==> src/hdl/sluc_pkg.sv <==
// shared types, widths and helper functions for the subnet lease utilization counter
// no dependencies; used by sluc_ctrl, sluc_dpath and the top level
`timescale 1ns / 1ps

package sluc_pkg;

  localparam int ADDR_W     = 32;
  localparam int LEN_W      = 5;
  localparam int CNT_W      = 11;
  localparam int MAX_SLOTS  = 4;
  localparam int SLOT_W     = 2;
  localparam int CFG_IDX_W  = 4;
  localparam int CFG_DATA_W = 32;
  // registers alternate base, length per slot: index bit 0 picks length, bits above pick slot
  localparam int CFG_NUM_REGS = 2 * MAX_SLOTS;

  localparam logic [CNT_W-1:0] COUNT_MAX = '1;

  typedef struct packed {
    logic load;    // capture a new request and its match mask
    logic search;  // step the linear search of the seen store
    logic commit;  // update store, counts and flags, load the result register
  } ctrl_cmd_t;

  typedef struct packed {
    logic matched_any;
    logic search_done;
    logic out_free;
  } dp_status_t;

  // address lies in prefix; length zero never matches
  function automatic logic in_prefix(input logic [ADDR_W-1:0] addr,
                                     input logic [ADDR_W-1:0] base,
                                     input logic [LEN_W-1:0]  len);
    logic [ADDR_W-1:0] diff;
    logic [5:0]        sh;
    diff = addr ^ base;
    sh   = 6'd32 - {1'b0, len};
    return (len != '0) && ((diff >> sh) == '0);
  endfunction

  // 2*cnt > 2^(32-len) - 2  is the same as  cnt >= 2^(31-len)
  function automatic logic over_half(input logic [CNT_W-1:0] cnt,
                                     input logic [LEN_W-1:0] len);
    logic [LEN_W-1:0] sh;
    sh = LEN_W'(5'd31 - len);
    return (sh < LEN_W'(CNT_W)) && ((cnt >> sh) != '0);
  endfunction

endpackage

==> src/hdl/sluc_ctrl.sv <==
// controller state machine: sequences capture, store search and commit of one request
// depends on sluc_pkg for the command and status structs
`timescale 1ns / 1ps

module sluc_ctrl (
  input  logic                 clk,
  input  logic                 rst_n,
  input  logic                 in_valid,
  output logic                 in_stall,
  input  sluc_pkg::dp_status_t status,
  output sluc_pkg::ctrl_cmd_t  cmd
);

  typedef enum logic [1:0] {
    ST_IDLE,
    ST_SEARCH,
    ST_FINISH
  } state_t;

  state_t state_r;
  state_t state_nxt;

  always_comb begin
    state_nxt  = state_r;
    cmd        = '0;
    in_stall   = 1'b1;
    unique case (state_r)
      ST_IDLE: begin
        in_stall = 1'b0;
        if (in_valid) begin
          cmd.load  = 1'b1;
          state_nxt = ST_SEARCH;
        end
      end
      ST_SEARCH: begin
        // unmatched addresses skip the search entirely
        if (!status.matched_any || status.search_done) begin
          state_nxt = ST_FINISH;
        end
        cmd.search = status.matched_any;
      end
      ST_FINISH: begin
        if (status.out_free) begin
          cmd.commit = 1'b1;
          state_nxt  = ST_IDLE;
        end
      end
      default: state_nxt = ST_IDLE;
    endcase
  end

  always_ff @(posedge clk) begin
    if (!rst_n) begin
      state_r <= ST_IDLE;
    end else begin
      state_r <= state_nxt;
    end
  end

endmodule

==> config.mk <==
export PLATFORM = sky130hd
export DESIGN_NAME = sluc_ctrl
export DESIGN_NICKNAME = d
export VERILOG_FILES = /design/src/hdl/sluc_pkg.sv /design/src/hdl/sluc_ctrl.sv
export SDC_FILE = /design/constraint.sdc
export NUM_CORES = 1
export LEC_CHECK = 0
export BUFFER_PORTS_ARGS = -buffer_cell sky130_fd_sc_hd__buf_2
export CORE_AREA = 2 2 39 41
export CTS_CLUSTER_DIAMETER = 50
export CTS_CLUSTER_SIZE = 10
export DETAILED_ROUTE_END_ITERATION = 10
export DIE_AREA = 0 0 41 43
export GPL_ROUTABILITY_DRIVEN = 0
export PLACE_DENSITY = 0.3
export REMOVE_ABC_BUFFERS = 1
export SETUP_SLACK_MARGIN = 0.1
export SLEW_MARGIN = 20
export SYNTH_ARGS = -nofsm -noshare
export SYNTH_HDL_FRONTEND = slang
export SYNTH_SLANG_ARGS = --single-unit
export TNS_END_PERCENT = 100
==> constraint.sdc <==
create_clock -name clk -period 2.38 [get_ports clk]
set_input_delay 0.357 -clock clk [delete_from_list [all_inputs] [get_ports clk]]
set_output_delay 0.357 -clock clk [all_outputs]
set_load 0.05 [all_outputs]
==> out/metrics.yaml, run 1 <==
diodes: 0
cts_tree: "yes"
viasPerCell: 3.24
synth_ff_type: "dfxtp_1"
finalNetCount: 34
grt_start_max_net_pins: 7
cts-resized-gates: 0
maxCapViolations: 0
seq_area_frac_synth: 0.327
end_kind: "output port"
num_rows: 14
grt_pass1_wl_um: 586
holdCritPathClass: "in -> reg"
antenna_found_initial: 0
largestRegisters: "state_r (2)"
power_uw: 151
synth_top_area_share: 0.327
syn_inst: 14
ff2ff_path_depth: 2
syn_avg_cell_area_um2: 8.76
grt_usage: 0.0561
status: "finished, final reports clean"
cts_root_buf: "clkbuf_4"
p_per_area_mw_per_mm2: 717
hold_viol_final: 0
synth_edf_count: 0
drv_slew: 0
drive_gt1_frac: 0.538
route.detailed.drc: 0
rsz0062_at_grt: "false"
final_cells: 42
numClockSinks: 2
cts_setup_buffers: 0
leakagePower_uw: 0.000106
drt-total-wl_um: 341
cp.arrival_ns: 1.15
dp_cells: 39
numPortBuffers: 9
cts_max_level: 1
yosys_warnings: 0
die_h_um: 43
regMostFlops: "state_r"
cts_buffer_depth: 2
setup-tns-final_ns: 0
ys_top_cells_by_count: "dfxtp_1, nor2_1, nor3b_1"
numCtsBuffers: 3
cp_data_required_time_ns: 2.02
syn_area_um2: 123
worstSkewPairLatency_ns: 0.22
finClkSkew_ns: 0.00225
fin_crit_sh: 0.634
synth_cell_types: 11
antenna_left: 0
coreArea_mm2: 0.00138
fin_crit_ns: 1.51
clk_pin_slew_ns: 0.03
cp-start-kind: "flip-flop"
crit_type: "reg -> out"
fillers: 155
grt.overflow.total: 0
drtIter0Drc: 2
setup-violations-final: 0
regArea_um2: 40.0
r2r-end: "state_r[0]"
wire_per_inst_um: 8.12
hold_buffers: 0
whs_endpoint: "state_r[1]"
grt_pass1_vias: 147
crit_fanout: 6
io_pins: 10
cpMaxStageDelayCell: "dfxtp_1"
hp-start: "rst_n"
first_pass_iters: 4
peakVddDrop_uv: 183
die-area_mm2: 0.00176
ff2ff_setup_slack_ns: 1.54
fmax_mhz: 662
area_growth_pct: 71.4
synthArstFlopShare: 0
initial_core_util: 0.0886
relSlewSlack: 0.832
hold_depth: 2
ys_seq_elements: 2
tightest_slew_ns: 0.254
num_vias: 136
synth.area.top_cells: "dfxtp_1, nor3b_1, nor3b_2"
critPathMaxStageDelay_ns: 0.34
yosys.area.top_type: "dfxtp_1"
cp_cell_sequence: "or2_1, nor2_1, buf_2"
multiInputGateArea_um2: 78.8
die_w_um: 41
largest_register_ffs: 2
r2r_start: "state_r[0]"
-- report_power, final --
part	leakage [uW]	internal, uW	switching [uW]	total, uW
Clock	0.0000138	55.6	19.2	74.8
Combinational	0.0000753	12.2	24.5	36.7
Sequential	0.0000165	36.1	3.04	39.1
Total	0.000106	104	46.7	151
-- worst max-delay path, delay by kind of cell (launching register included) --
kind	cells	cell delay [ns]
DFF	1	0.34
and+or+nand+nor	2	0.33
buffers and inverters	1	0.26
-- cell families after synthesis --
kind of cell	Yosys count	synth area share
buf+inv	1	0.0306
mux	1	0.0816
simple gates	9	0.500
flops	2	0.327
compound gates	1	0.0612
-- per-stage QoR --
stage                     hold WS (ns)  area [um^2]  utilization  worst slack (ns)
final                            0.365          210        0.152             0.870
after floorplan                  0.473          123            -             0.536
after CTS                        0.357          210        0.152             0.854
after global routing             0.368          210        0.152             0.751
after detailed placement         0.504          188        0.136              1.10
after global placement           0.497          188        0.136              1.10
-- metal layers --
| metal | vias up | track usage | wire [um] |
|---|---|---|---|
| met3 | 0 | 0.0471 | 63 |
| met5 | - | 0 | 0 |
| li1 | 71 | - | - |
| met1 | 53 | 0.0605 | 165 |
| met2 | 12 | 0.0594 | 112 |
| met4 | 0 | 0.0600 | 0 |
-- worst max path at each step --
stage               startpoint      to  slack, ns
floorplan           state_r[0]  cmd[2]       0.54
global placement    state_r[0]  cmd[2]       1.10
detailed placement  state_r[0]  cmd[2]       1.10
CTS                 state_r[0]  cmd[2]       0.85
global route        state_r[0]  cmd[2]       0.75
finish              state_r[0]  cmd[2]       0.87
-- area by class of cell --
cell class / count / share of cell area
Inverter: 1 / 0.0179
Clock buffer: 3 / 0.107
Timing Repair Buffer: 9 / 0.214
Multi-Input combinational cell: 11 / 0.375
Sequential cell: 2 / 0.190
Tap cell: 16 / 0.0952
-- cell usage in the layout, fill, tap and decap left out, drive strengths merged --
cell type / netlist / layout
buf: 0 / 9
mux2i: 1 / 1
clkbuf: 0 / 3
dfxtp: 2 / 2
and3b: 1 / 1
or2: 1 / 1
o21a: 1 / 1
nor2b: 1 / 1
nand2: 1 / 1
inv: 1 / 1
nor2: 2 / 2
nor3b: 3 / 3
Power figures use the tool's default switching activity.
==> run 2: changes to the inputs <==
Clock period 2.38 ns to 1.6 ns, I/O delays scaled along.
==> run 2 against run 1 <==
Clock skew shrank 0.0020 ns; first-iteration DRC count did not move; hold slack worse by 0.12 ns; sequential share of layout area unchanged; via count fell by 7.4%; critical path depth unchanged; combinational power rose by 47%; count of clock-buffer cells in the layout is the same; critical endpoint unchanged.
==> out/metrics.yaml, run 2 (synthesis gave the netlist of run 1 again) <==
regMostFlops: "state_r"
antenna_left: 0
drive_gt1_frac: 0.538
cts_buffer_depth: 2
num_rows: 14
area_growth_pct: 71.4
cts-resized-gates: 0
drt-total-wl_um: 304
initial_core_util: 0.0886
cts_root_buf: "clkbuf_4"
antenna_found_initial: 0
fin_crit_ns: 1.40
numCtsBuffers: 3
grt_usage: 0.0370
fmax_mhz: 714
numPortBuffers: 9
largestRegisters: "state_r (2)"
end_kind: "output port"
largest_register_ffs: 2
ff2ff_setup_slack_ns: 0.79
power_frac_seq: 0.263
cts_setup_buffers: 0
worstSkewPairLatency_ns: 0.22
relSlewSlack: 0.835
critPathBufInv: 1
num_vias: 126
pwr-share-clk: 0.493
critical_path.top_delay_family: "flip-flops"
cts_tree: "yes"
critPathMaxStageDelay_ns: 0.34
crit_fanout: 6
tightest_slew_ns: 0.249
grt_pass1_wl_um: 379
switchingPower_uw: 67.2
coreArea_mm2: 0.00138
peakVddDrop_uv: 309
fin_crit_sh: 0.875
hold_buffers: 0
route.detailed.drc: 0
grt_pass1_vias: 112
holdCritPathClass: "in -> reg"
die-area_mm2: 0.00176
clk_pin_slew_ns: 0.03
finClkSkew_ns: 0.000295
fillers: 159
diodes: 0
power_uw: 222
die_h_um: 43
grt_start_max_net_pins: 7
cp_data_required_time_ns: 1.36
grt.overflow.total: 0
cp.arrival_ns: 1.16
first_pass_iters: 2
rsz0062_at_grt: "false"
final_cell_mix: "buf_2, clkbuf_4, nor2_1, nor3b_1, dfxtp_1"
setup-violations-final: 0
finalNetCount: 34
switching_share: 0.303
cts_max_level: 1
numClockSinks: 2
io_pins: 10
hold_viol_final: 0
die_w_um: 41
crit_type: "reg -> out"
wire_per_inst_um: 7.24
cp_cell_sequence: "or2_1, nor2_1, buf_2"
comb_power_share: 0.244
drv_slew: 0
setup-tns-final_ns: 0
viasPerCell: 3.00
status: "finished, final reports clean"
leakagePower_uw: 0.000106
p_per_area_mw_per_mm2: 1050
cp-start-kind: "flip-flop"
cpMaxStageDelayCell: "dfxtp_1"
layout_commonest_cell: "buf_2"
p_int_uw: 154
drtIter0Drc: 2
maxCapViolations: 0
==> run 2: cell counts in the layout (fill, tap and decap cells not counted) <==
No cell type changed its count.
==> run 2: through the flow <==
| stage | area [um^2] | util | std cells | worst slack, ns | hold slack (ns) |
|---|---|---|---|---|---|
| after CTS | 210 | 0.152 | 42 | 0.174 | 0.234 |
| after floorplan | 123 | - | 14 | -0.127 | 0.358 |
| final | 210 | 0.152 | 42 | 0.200 | 0.247 |
| after global routing | 210 | 0.152 | 42 | 0.149 | 0.256 |
| after detailed placement | 188 | 0.136 | 39 | 0.421 | 0.468 |
| after global placement | 188 | 0.136 | 39 | 0.433 | 0.463 |
==> run 2: final cells by class <==
| type | count | area [um^2] | share of cell area |
|---|---|---|---|
| tap | 16 | 20.0 | 0.0952 |
| timing repair buffer | 9 | 45.0 | 0.214 |
| multi-input combinational | 11 | 78.8 | 0.375 |
| sequential | 2 | 40.0 | 0.190 |
| inverter | 1 | 3.75 | 0.0179 |
| clock buffer | 3 | 22.5 | 0.107 |
==> run 2: worst paths after layout <==
check	start	to	cells after the start
worst min-delay path	rst_n	state_r[1]	2
worst max-delay path	state_r[0]	cmd[2]	3
worst max register to register	state_r[1]	state_r[1]	2
worst min register to register	state_r[1]	state_r[0]	1
==> run 2: power by group through the flow <==
| stage | Sequential, uW | Combinational (uW) | Clock (uW) |
|---|---|---|---|
| finish | 58.3 | 54.0 | 109 |
| CTS | 58.1 | 54.3 | 119 |
| floorplan | 57.8 | 39.7 | 0 |
| global placement | 58.6 | 54.6 | 0 |
| global route | 58.6 | 57.4 | 119 |
| detailed placement | 58.7 | 54.2 | 0 |
==> run 2: per-layer routing <==
| metal | vias to the layer above | share of wire | global-route usage |
|---|---|---|---|
| met2 | 10 | 0.28 | 0.0281 |
| met1 | 45 | 0.49 | 0.0510 |
| met5 | - | 0 | 0 |
| met3 | 0 | 0.23 | 0.0157 |
| met4 | 0 | 0 | 0.0600 |
| li1 | 71 | - | - |
